--- config.mk ---
export PLATFORM = sky130hd
export DESIGN_NAME = drc_queue
export DESIGN_NICKNAME = d
export VERILOG_FILES = /design/src/rtl/core/drc_queue.sv
export SDC_FILE = /design/constraint.sdc
export NUM_CORES = 1
export LEC_CHECK = 0
export ABC_CLOCK_PERIOD_IN_PS = 3300
export BUFFER_PORTS_ARGS = -buffer_cell sky130_fd_sc_hd__buf_2
export CAP_MARGIN = 10
export CORE_MARGIN = 2
export CORE_UTILIZATION = 28
export CTS_CLUSTER_SIZE = 10
export DETAILED_ROUTE_END_ITERATION = 10
export PLACE_DENSITY = 0.49
export SLEW_MARGIN = 40
export SYNTH_ARGS = -nofsm -noshare
export SYNTH_HDL_FRONTEND = slang
export SYNTH_SLANG_ARGS = --single-unit
--- constraint.sdc ---
create_clock -name clock -period 3.3 [get_ports clock]
set_input_delay 0.33 -clock clock [delete_from_list [all_inputs] [get_ports clock]]
set_output_delay 0.33 -clock clock [all_outputs]
set_load 0.01 [all_outputs]
--- src/rtl/core/drc_queue.sv ---
// Small flop-based FIFO that decouples the request front end from the tag back end.
// No dependencies.
`timescale 1ns / 1ps
`default_nettype none

module drc_queue #(
   parameter int WIDTH = 8,
   parameter int DEPTH = 2
) (
   input  wire logic             clock,
   input  wire logic             reset,
   input  wire logic             in_valid,
   output logic                  in_ready,
   input  wire logic [WIDTH-1:0] in_data,
   output logic                  out_valid,
   input  wire logic             out_ready,
   output logic      [WIDTH-1:0] out_data
);

   localparam int PW = $clog2(DEPTH);

   logic [WIDTH-1:0] mem_ff [DEPTH];
   logic [PW-1:0]    wr_ptr_ff, wr_ptr_in;
   logic [PW-1:0]    rd_ptr_ff, rd_ptr_in;
   logic [PW:0]      fill_ff, fill_in;
   logic             push, pop;

   assign in_ready  = (fill_ff != (PW+1)'(DEPTH));
   assign out_valid = (fill_ff != '0);
   assign out_data  = mem_ff[rd_ptr_ff];
   assign push      = in_valid && in_ready;
   assign pop       = out_valid && out_ready;

   // Pointer and fill update
   always_comb begin
      wr_ptr_in = wr_ptr_ff;
      rd_ptr_in = rd_ptr_ff;
      fill_in   = fill_ff;
      if (push) begin
         wr_ptr_in = (wr_ptr_ff == PW'(DEPTH-1)) ? '0 : wr_ptr_ff + 1'b1;
      end
      if (pop) begin
         rd_ptr_in = (rd_ptr_ff == PW'(DEPTH-1)) ? '0 : rd_ptr_ff + 1'b1;
      end
      if (push && !pop) begin
         fill_in = fill_ff + 1'b1;
      end else if (pop && !push) begin
         fill_in = fill_ff - 1'b1;
      end
   end

   always_ff @(posedge clock) begin
      if (reset) begin
         wr_ptr_ff <= '0;
         rd_ptr_ff <= '0;
         fill_ff   <= '0;
      end else begin
         wr_ptr_ff <= wr_ptr_in;
         rd_ptr_ff <= rd_ptr_in;
         fill_ff   <= fill_in;
      end
   end

   // Entry storage, no reset needed
   always_ff @(posedge clock) begin
      if (push) begin
         mem_ff[wr_ptr_ff] <= in_data;
      end
   end

endmodule

`default_nettype wire

==> metrics.log <==
INFO  metric post-route-worst-setup-slack = 1.613 ns
INFO  metric post-layout-total-power = 697.1 µW
INFO  metric worst-setup-path-type = flip-flop to output port
INFO  metric p_comb_share = 30.2%
INFO  metric post-route-drc-count = 0
INFO  metric antenna_found_initial = 0
INFO  metric drt_first_pass_iters = 4
INFO  metric routed_wirelength = 1202 µm
INFO  metric synth-warning-count = 0
INFO  metric netSwitchingPower = 204.3 µW
INFO  metric number_of_hold_violations_in_the_final_report = 0
INFO  metric grt_util_met3 = around 2.2%
INFO  metric largest_net_degree_at_the_start_of_global_routing = 12
INFO  metric cts_made_buffers = 3
INFO  metric fin_tns_setup = 0 ns
INFO  metric post-dp-hpwl = 880.8 µm
INFO  metric final_max_slew_viol_count = 0
INFO  metric synth-seq-area-share = 72.05%
INFO  metric finalNetCount = slightly below 90
INFO  metric maximum_capacitance_violations = 0
INFO  metric start_util = 29.47%
INFO  metric rsz0062_at_grt = no
INFO  metric static-leakage-power = 0.3818 nW
INFO  metric final.period_utilization = 51.11%
INFO  metric clock_path_buffers = 2
INFO  metric hold-path-cell-count = 1
INFO  metric final.fill_count = about 270
INFO  metric root_buffer_selected_by_cts = sky130_fd_sc_hd__clkbuf_4
INFO  metric number_of_buffers_inserted_for_hold_repair_after_clock_tree_synthesis = 0
INFO  metric cp_slowest_cell = sky130_fd_sc_hd__dfxtp_1
INFO  metric number_of_global_route_vias_before_repair = 438
INFO  metric pwr-share-clk = 16.8%
INFO  metric fraction_of_layout_instances_using_a_drive_strength_above_1 = 47.95%
INFO  metric rows = 19
INFO  metric insertedDiodeCount = 0
INFO  metric path_clk_slew = 0.11 ns
INFO  metric flow.area_growth_from_synthesis = 20.50%
INFO  metric clock-skew-final = 0.002050 ns
INFO  metric crit_path_max_incr_delay = 0.55 ns
INFO  metric vias_per_cell = about 4.3
INFO  metric number_of_vias_after_detailed_routing = 446
INFO  metric type_of_the_tightest_min_delay_check = primary input to flip-flop
INFO  metric cts_tree = yes
INFO  metric synthesis.instances = 49
INFO  metric seqPwrFrac = 52.9%
INFO  metric cts_repair_resize_count = 0
INFO  metric worst_setup_path_end_kind = output port
INFO  metric worstHoldStart = in_data[5]
INFO  metric ff2ff_setup_slack = 1.71 ns
INFO  metric internal-power = 492.8 µW
INFO  metric result_of_the_run = finished clean
INFO  metric buffers_and_inverters_on_the_worst_path = 1
INFO  metric fmaxAchievable = 592.9 MHz
INFO  metric maxSlewHeadroom = between 70% and 80%
INFO  metric report.final.setup_viol = 0
INFO  metric placement.setup.worst_slack = 1.725 ns
INFO  metric clock_sink_count = 21
INFO  metric sw_frac_of_total = 29.31%
INFO  metric die_width = 57.65 µm
INFO  metric floorplan.die_area = 0.003323 mm²
INFO  metric worst_ep_required_time = between 2 and 3 ns
INFO  metric worst_pin_slew = between 0.3 and 0.4 ns
INFO  metric top_level_ports = 22
INFO  metric critical_path.reg2reg.endpoint = fill_ff[1]
INFO  metric cell_family_with_the_largest_share_of_critical_path_delay = flip-flops
INFO  metric cts_setup_buffers = 0
INFO  metric pwr_density_cell = 718.0 mW/mm²
INFO  metric area_of_the_core_region = 0.002734 mm²
INFO  metric hold_end = mem_ff[1][5]
INFO  metric timing.final.crit_period = roughly 1.7 ns
INFO  metric floorplan.die.height = 57.65 µm
INFO  metric r2r.worst_path.cells = 4
INFO  metric port_buffers = 21
INFO  metric synth_nets = 62
INFO  metric htree_num_levels = 1
INFO  metric grt.total_usage = ~8.1%
INFO  metric grt.met1_usage = 10.10%
INFO  metric routed_wire_length_per_instance = 11.56 µm
INFO  metric grt-busiest-layer = met2
INFO  metric gpl.final_weighted_congestion = 0.6784
INFO  metric clk_lat_worst_skew = 0.29 ns
INFO  metric grt_overflow = 0
INFO  metric worstPathCellList = mux2_2 -> buf_2
INFO  metric detail_route.iter0.violations = 9
INFO  metric final_antenna_net_count = 0
INFO  metric grt_use_met2 = 12.01%
INFO  metric max_vdd_drop = 0.3522 mV
INFO  metric grt_pass1_wl = 1952 µm
INFO  metric nature_of_the_critical_path_startpoint = flip-flop
INFO  metric number_of_distinct_standard_cells_referenced_by_the_synthesized_netlist = 17
INFO  metric worst-endpoint-arrival = 1.36 ns
INFO  metric synthesis.area_per_instance = 16.44 µm²
INFO  metric synthesis.area = 805.8 µm²
INFO  metric critical_path.reg2reg.startpoint = fill_ff[0]
INFO  metric timing.critical_path.fanout_max = 8
INFO  metric synth-seq-cells = 21
[cell usage after synthesis (all sizes together)]
library cell  instances  area [µm²]
nand3b                1       7.510
o21ai                 2       10.01
xor2                  3       26.28
a21oi                 2       10.01
edfxtp               16       480.5
a21bo                 1       10.01
nor2                  3       11.26
or3                   1       6.260
nand2b                1       13.76
and3                  1       6.260
buf                   1       5.000
and2                  1       6.260
ha                    1       12.51
inv                   1       3.750
dfxtp                 5       100.1
mux2                  8       90.09
or2                   1       6.260
[power groups by stage]
stage	registers, mW	logic [mW]	clock network, mW
floorplan	0.359	0.160	0
detailed placement	0.377	0.213	0
global placement	0.377	0.211	0
CTS	0.371	0.215	0.125
global route	0.376	0.237	0.137
finish	0.369	0.211	0.117
[cells in the final DEF, fill, tap and decap left out, types with 2 or more instances in the layout]
cell,instances
sky130_fd_sc_hd__buf_2,21
sky130_fd_sc_hd__xor2_1,3
sky130_fd_sc_hd__edfxtp_1,16
sky130_fd_sc_hd__mux2_2,8
sky130_fd_sc_hd__nor2_1,3
sky130_fd_sc_hd__o21ai_0,2
sky130_fd_sc_hd__a21oi_1,2
sky130_fd_sc_hd__dfxtp_1,5
sky130_fd_sc_hd__clkbuf_4,3
[metal layers]
layer	up-vias	routed length, µm
li1	227	-
met1	200	548
met2	15	558
met3	4	67
met4	0	28
met5	-	0
[logic make-up after synthesis]
group                    after synthesis  share of synthesized area (%)
XOR/XNOR                               3                          3.261
buffers and inverters                  2                          1.086
AO/OA/AOI/OAI                          5                          3.727
flip-flops                            21                          72.05
AND/OR/NAND/NOR                        9                          7.145
adder cells (fa/ha/maj)                1                          1.553
multiplexers                           8                          11.18
[per-stage QoR]
stage / hold WS [ns] / instance area, µm² / utilization (%) / instances
6_report: 0.2213 / 970.9 / 35.51 / 104
5_1_grt: 0.1959 / 970.9 / 35.51 / 104
4_1_cts: 0.2066 / 970.9 / 35.51 / 104
3_5_place_dp: 0.4925 / 944.7 / 34.55 / 100
3_3_place_gp: 0.4967 / 944.7 / 34.55 / 100
2_1_floorplan: 0.3991 / 805.8 / - / 49
[area by class of cell]
class / instances / area, µm² / area share (%)
sequential: 21 / 580.6 / 59.79
multi-input combinational: 26 / 216.5 / 22.29
timing repair buffer: 21 / 105.1 / 10.82
inverter: 1 / 3.754 / 0.3866
clock buffer: 4 / 26.28 / 2.706
tap: 31 / 38.79 / 3.995
[state kept, by name (all words and copies together), names as in the netlist, named ones only]
name,cells
mem_ff,16
wr_ptr_ff,1
rd_ptr_ff,1
fill_ff,2
[worst max-delay path by stage]
stage / start / endpoint / slack (ns) / cells after the start
6_report: flip-flop / out_data[6] / 1.61 / 2
5_1_grt: flip-flop / out_data[2] / 1.51 / 2
4_1_cts: flip-flop / out_data[2] / 1.55 / 2
3_5_place_dp: fill_ff[0] / fill_ff[1] / 1.72 / 4
3_3_place_gp: fill_ff[0] / fill_ff[1] / 1.77 / 5
2_1_floorplan: fill_ff[0] / fill_ff[1] / 1.80 / 5
Note: power is estimated with default switching activity, not from simulation.
