File: config.mk
export PLATFORM = sky130hd
export DESIGN_NAME = drc_front
export DESIGN_NICKNAME = d
export VERILOG_FILES = /design/src/rtl/core/drc_pkg.sv /design/src/rtl/core/drc_front.sv
export SDC_FILE = /design/constraint.sdc
export NUM_CORES = 1
export LEC_CHECK = 0
export BUFFER_PORTS_ARGS = -buffer_cell sky130_fd_sc_hd__buf_2
export CORE_UTILIZATION = 53
export DETAILED_ROUTE_END_ITERATION = 8
export PLACE_DENSITY_LB_ADDON = 0.3
export SLEW_MARGIN = 25
export SYNTH_ARGS = -nofsm -noshare
export SYNTH_HDL_FRONTEND = slang
export SYNTH_SLANG_ARGS = --single-unit
export TNS_END_PERCENT = 20
File: constraint.sdc
create_clock -name clock -period 12 [get_ports clock]
set_input_delay 3.6 -clock clock [delete_from_list [all_inputs] [get_ports clock]]
set_output_delay 3.6 -clock clock [all_outputs]
set_load 0.005 [all_outputs]
File: src/rtl/core/drc_pkg.sv
// Shared types and fixed field widths for the direct-mapped range cache.
// No dependencies; used by drc_front, drc_back and the top level.
`timescale 1ns / 1ps
`default_nettype none

package drc_pkg;

   // Field widths fixed by the transaction format
   localparam int IDX_W      = 31;
   localparam int CNT_W      = 9;
   localparam int ADDR_W     = 48;
   localparam int BYTES_W    = 15;
   localparam int SLOT_OUT_W = 8;
   localparam int TAG_W      = IDX_W + 1;   // valid bit over element index

   // Front/back queue depth
   localparam int QUEUE_DEPTH = 2;

   // Run plan of one request: first run, then an optional wrapped run at slot 0
   typedef struct packed {
      logic [IDX_W-1:0] idx1;
      logic [IDX_W-1:0] idx2;
      logic [CNT_W-1:0] len1;
      logic [CNT_W-1:0] len2;
   } run_type;

endpackage

`default_nettype wire

File: src/rtl/core/drc_front.sv
// Request front end: accepts a range, finds its first slot and splits it into runs.
// Depends on drc_pkg.
`timescale 1ns / 1ps
`default_nettype none

module drc_front #(
   parameter int CACHE_ENTRIES = 256
) (
   input  wire logic                               clock,
   input  wire logic                               reset,
   input  wire logic                               clearing,
   input  wire logic                               req_valid,
   output logic                                    req_ready,
   input  wire logic [drc_pkg::IDX_W-1:0]          req_first_index,
   input  wire logic [drc_pkg::CNT_W-1:0]          req_element_count,
   output logic                                    q_valid,
   input  wire logic                               q_ready,
   output logic      [$clog2(CACHE_ENTRIES)-1:0]   q_slot,
   output drc_pkg::run_type                        q_run
);

   localparam int SW    = $clog2(CACHE_ENTRIES);
   localparam int IDX_W = drc_pkg::IDX_W;
   localparam int CNT_W = drc_pkg::CNT_W;
   localparam int RCP_W = IDX_W + 1;
   localparam int SCL_W = IDX_W + RCP_W;
   localparam int SHIFT = IDX_W + SW;
   localparam int CMP_W = (SW + 1 > CNT_W) ? SW + 1 : CNT_W;
   // ceil(2^SHIFT / CACHE_ENTRIES) gives the exact quotient for every 31-bit index
   localparam logic [RCP_W-1:0] RCP = RCP_W'(((64'd1 << SHIFT) + 64'(CACHE_ENTRIES - 1))
                                             / 64'(CACHE_ENTRIES));
   localparam logic [IDX_W-1:0] N_I = IDX_W'(CACHE_ENTRIES);
   localparam logic [CMP_W-1:0] N_C = CMP_W'(CACHE_ENTRIES);

   typedef enum logic [1:0] {
      FS_IDLE,
      FS_SCALE,
      FS_REMAIN,
      FS_PUSH
   } state_type;

   state_type        state_ff;
   logic [IDX_W-1:0] first_ff;
   logic [CNT_W-1:0] count_ff;
   logic [IDX_W-1:0] quot_ff, quot_in;
   logic [SW-1:0]    rem_ff, rem_in;
   logic [SCL_W-1:0] scaled;
   logic [CMP_W-1:0] count_sat, room, len1, len2;

   assign req_ready = (state_ff == FS_IDLE) && !clearing;
   assign q_valid   = (state_ff == FS_PUSH);

   // Quotient by the table size through a reciprocal multiply, then the slot
   // as index minus quotient times table size
   assign scaled  = SCL_W'(first_ff) * SCL_W'(RCP);
   assign quot_in = IDX_W'(scaled >> SHIFT);
   assign rem_in  = SW'(first_ff - quot_ff * N_I);

   // Split into a run up to the table end and a wrapped run from slot 0
   always_comb begin
      count_sat = (CMP_W'(count_ff) > N_C) ? N_C : CMP_W'(count_ff);
      room      = N_C - CMP_W'(rem_ff);
      len1      = (count_sat < room) ? count_sat : room;
      len2      = count_sat - len1;
   end

   assign q_slot     = rem_ff;
   assign q_run.idx1 = first_ff;
   assign q_run.idx2 = first_ff + IDX_W'(len1);
   assign q_run.len1 = CNT_W'(len1);
   assign q_run.len2 = CNT_W'(len2);

   // Control sequence and working registers
   always_ff @(posedge clock) begin
      if (reset) begin
         state_ff <= FS_IDLE;
      end else begin
         case (state_ff)
            FS_IDLE: begin
               // an empty range is taken and dropped
               if (req_valid && req_ready && (req_element_count != '0)) begin
                  first_ff <= req_first_index;
                  count_ff <= req_element_count;
                  state_ff <= FS_SCALE;
               end
            end
            FS_SCALE: begin
               quot_ff  <= quot_in;
               state_ff <= FS_REMAIN;
            end
            FS_REMAIN: begin
               rem_ff   <= rem_in;
               state_ff <= FS_PUSH;
            end
            FS_PUSH: begin
               if (q_ready) begin
                  state_ff <= FS_IDLE;
               end
            end
            default: begin
               state_ff <= FS_IDLE;
            end
         endcase
      end
   end

endmodule

`default_nettype wire

==> impl_metrics.yaml <==
setup_path:
  ff2ff_path_depth: 4
  end_kind: "output port"
  rr_startpoint: "state_ff[0]"
  start_kind: "flip-flop"
  reg2reg_slack_ns: 9.96
  max_stage_delay_ns: 0.71
  reg2reg_to: "first_ff[14]"
  crit_fanout: 16
  worstPathRequired_ns: 8.40
  worstSetupPathType: "flip-flop to output port"
  arrival_ns: 5.44
  crit_chain: "nor3_1, nand3_1, nor3_1, xnor2_1, inv_1, ha_1, a211oi_1, nand2_1, o21ai_4, mux2_2, ha_1, a21o_1, a21oi_1, nand2_1, a2bb2oi_1, buf_2"
  slowest_stage: "a21oi_1"
finish:
  fin_area_um2: 4260
  final_cells: 523
  area_growth_pct: 23.5
  insertedDiodeCount: 0
  finalNetCount: 522
  mostFrequentLayoutCells: "buf_2 (134), edfxtp_1 (48), ha_1 (30), nor2_1 (22), xnor2_1 (22)"
  drive_above_1_share_pct: 36.1
  final_common_cell: "buf_2"
sta:
  worst_slack_ns: 2.96
  fmax_mhz: 111
  timing.slew.headroom_pct: 35.4
  final_max_slew_viol_count: 0
  period_share_pct: 75.4
  tns_ns: 0
  period_needed_ns: 9.04
  worst_pin_slew_ns: 0.969
  rsz0062_at_grt: "false"
  finalSetupViolCount: 0
  skew_ns: 0.00852
  finalHoldViolCount: 0
hold_path:
  whs_endpoint: "q_slot[6]"
  hold_start: "first_ff[6]"
  hold_depth: 0
  hp-class: "flip-flop to flip-flop"
cts:
  h-tree-depth: 2
  cts_inserted_buffers: 5
  postCtsHoldBufs: 0
  cts_tree: "yes"
  clk_latency_ns: 0.30
  clock_path_buffers: 2
  clk_pin_slew_ns: 0.09
  ctsResizeCount: 0
  cts_setup_buffers: 0
  cts-root-buf: "clkbuf_8"
  cts.sinks: 50
pwr:
  p_per_area_nw_per_um2: 132
  seq_power_share_pct: 40.3
  power.internal_uw: 363
  clock_power_share_pct: 16.5
  swShare_pct: 35.2
  p_leak_uw: 0.00194
  ir_drop_uv: 78.6
  switching_power_uw: 197
  pwr-share-comb_pct: 43.3
logic_synthesis:
  synth_seq_cells: 50
  synthFlopType: "edfxtp_1"
  ys_async_sr_fraction_pct: 0
  syn_avg_cell_area_um2: 11.1
  syn_area_um2: 3450
  synth.distinct_cells: 55
  synth_fp_nets: 388
  synth_edf_count: 48
  ys_seq_area_share_pct: 42.9
  synth_cells: 311
  ys_warn_count: 0
die:
  die_height_um: 82.7
  die_w_um: 82.7
  core_um2: 6310
  rows: 29
  ioPinCount: 135
  die_area_um2: 6840
  start_util_pct: 54.7
drt:
  drt_wl_total_um: 8190
  drtIter0Drc: 114
  wl_per_cell_um: 15.7
  drc: 0
  first_pass_iters: 5
  vias: 2874
  via_per_inst: 5.50
  ant_nets: 0
grt:
  antenna_found_initial: 0
  grt_pass1_wl_um: 12200
  grt_overflow: 0
  grt_max_degree: 41
  track_usage_pct: 23.8
  grt_pass1_vias: 2695
run:
  drv_cap: 0
placement:
  postPlaceCellArea_um2: 4170
  portBuffers: 134
  dp_slack_ns: 3.18
  hpwl_um: 6580
  dp_cells: 515
  gp_congestion: 0.823
outcome:
  outcome: "finished clean"
critical path: cells and delay by family, from the launching register on:
family | cells | cell delay, ns
simple gates | 5 | 1.19
flops | 1 | 0.46
compound gates | 5 | 1.98
buf+inv | 2 | 0.20
fa+ha+maj | 2 | 0.68
mux | 1 | 0.42
xor+xnor | 1 | 0.20
registers in the layout, indices dropped and copies added, names as in the netlist:
register / flops
first_ff: 31
count_ff: 9
q_slot: 8
state_ff: 2
layout make-up:
| cell class | instances | area (um^2) |
|---|---|---|
| repair buffers | 134 | 671 |
| multi-input cells | 235 | 1860 |
| flip-flops and latches | 50 | 1480 |
| clock buffers | 5 | 68.8 |
| clock inverters | 3 | 11.3 |
| fillers | 509 | 2050 |
| inverters | 19 | 71.3 |
| well taps | 77 | 96.3 |
cells in the mapped netlist (all sizes together), types with 5 or more instances:
library cell  instances  area share (%)
mux2                  7             2.4
ha                   30              11
xor2                 18             4.6
a21oi                18             2.6
nand2                17             1.8
nor3                  8             1.3
nand4                 5             1.3
mux2i                10             2.9
buf                   5             1.1
nor2                 23             2.7
nor2b                10             1.8
edfxtp               48              42
xnor2                22             5.6
a21o                  5             1.1
a211oi                5             1.4
nand3                13             1.9
o21ai                 6             1.2
inv                  19             2.1
stage by stage:
stage | total power (uW) | hold slack (ns) | utilization [%]
after floorplan | 384 | 0.482 | -
after global placement | 462 | 0.469 | 66.1
after detailed placement | 471 | 0.472 | 66.1
after CTS | 561 | 0.493 | 67.4
after global routing | 598 | 0.505 | 67.5
final | 561 | 0.494 | 67.5
cell families after synthesis:
group,share of synthesized area [%]
AOI/OAI and AO/OA,10.9
adders and majority gates,12.0
buffers and inverters,3.37
xor gates and xnor gates,10.2
muxes,5.29
DFF,42.9
and+or+nand+nor,15.3
worst max-delay path by stage:
stage | startpoint | end | slack (ns) | cells after the start
6_report | q_slot[2] | q_run[33] | 2.96 | 16
5_1_grt | q_slot[2] | q_run[33] | 2.43 | 16
4_1_cts | q_slot[2] | q_run[33] | 2.82 | 17
3_5_place_dp | q_slot[2] | q_run[33] | 3.18 | 17
3_3_place_gp | q_slot[2] | q_run[27] | 3.44 | 17
2_1_floorplan | q_slot[2] | q_run[29] | 4.26 | 18
power groups by stage:
stage          sequential (uW)  combinational, uW  clock (uW)
6_report                   226                243        92.3
3_3_place_gp               229                233           0
5_1_grt                    228                271        98.5
4_1_cts                    226                242        93.3
2_1_floorplan              228                156           0
3_5_place_dp               230                241           0
per-layer routing:
layer	global-route usage (%)	routed length [um]	vias to the layer above
met5	0	0	-
met4	10.9	248	0
met3	5.71	439	21
met2	43.4	4370	102
met1	25.8	3140	1353
li1	-	-	1398
Power figures use the tool's default switching activity.
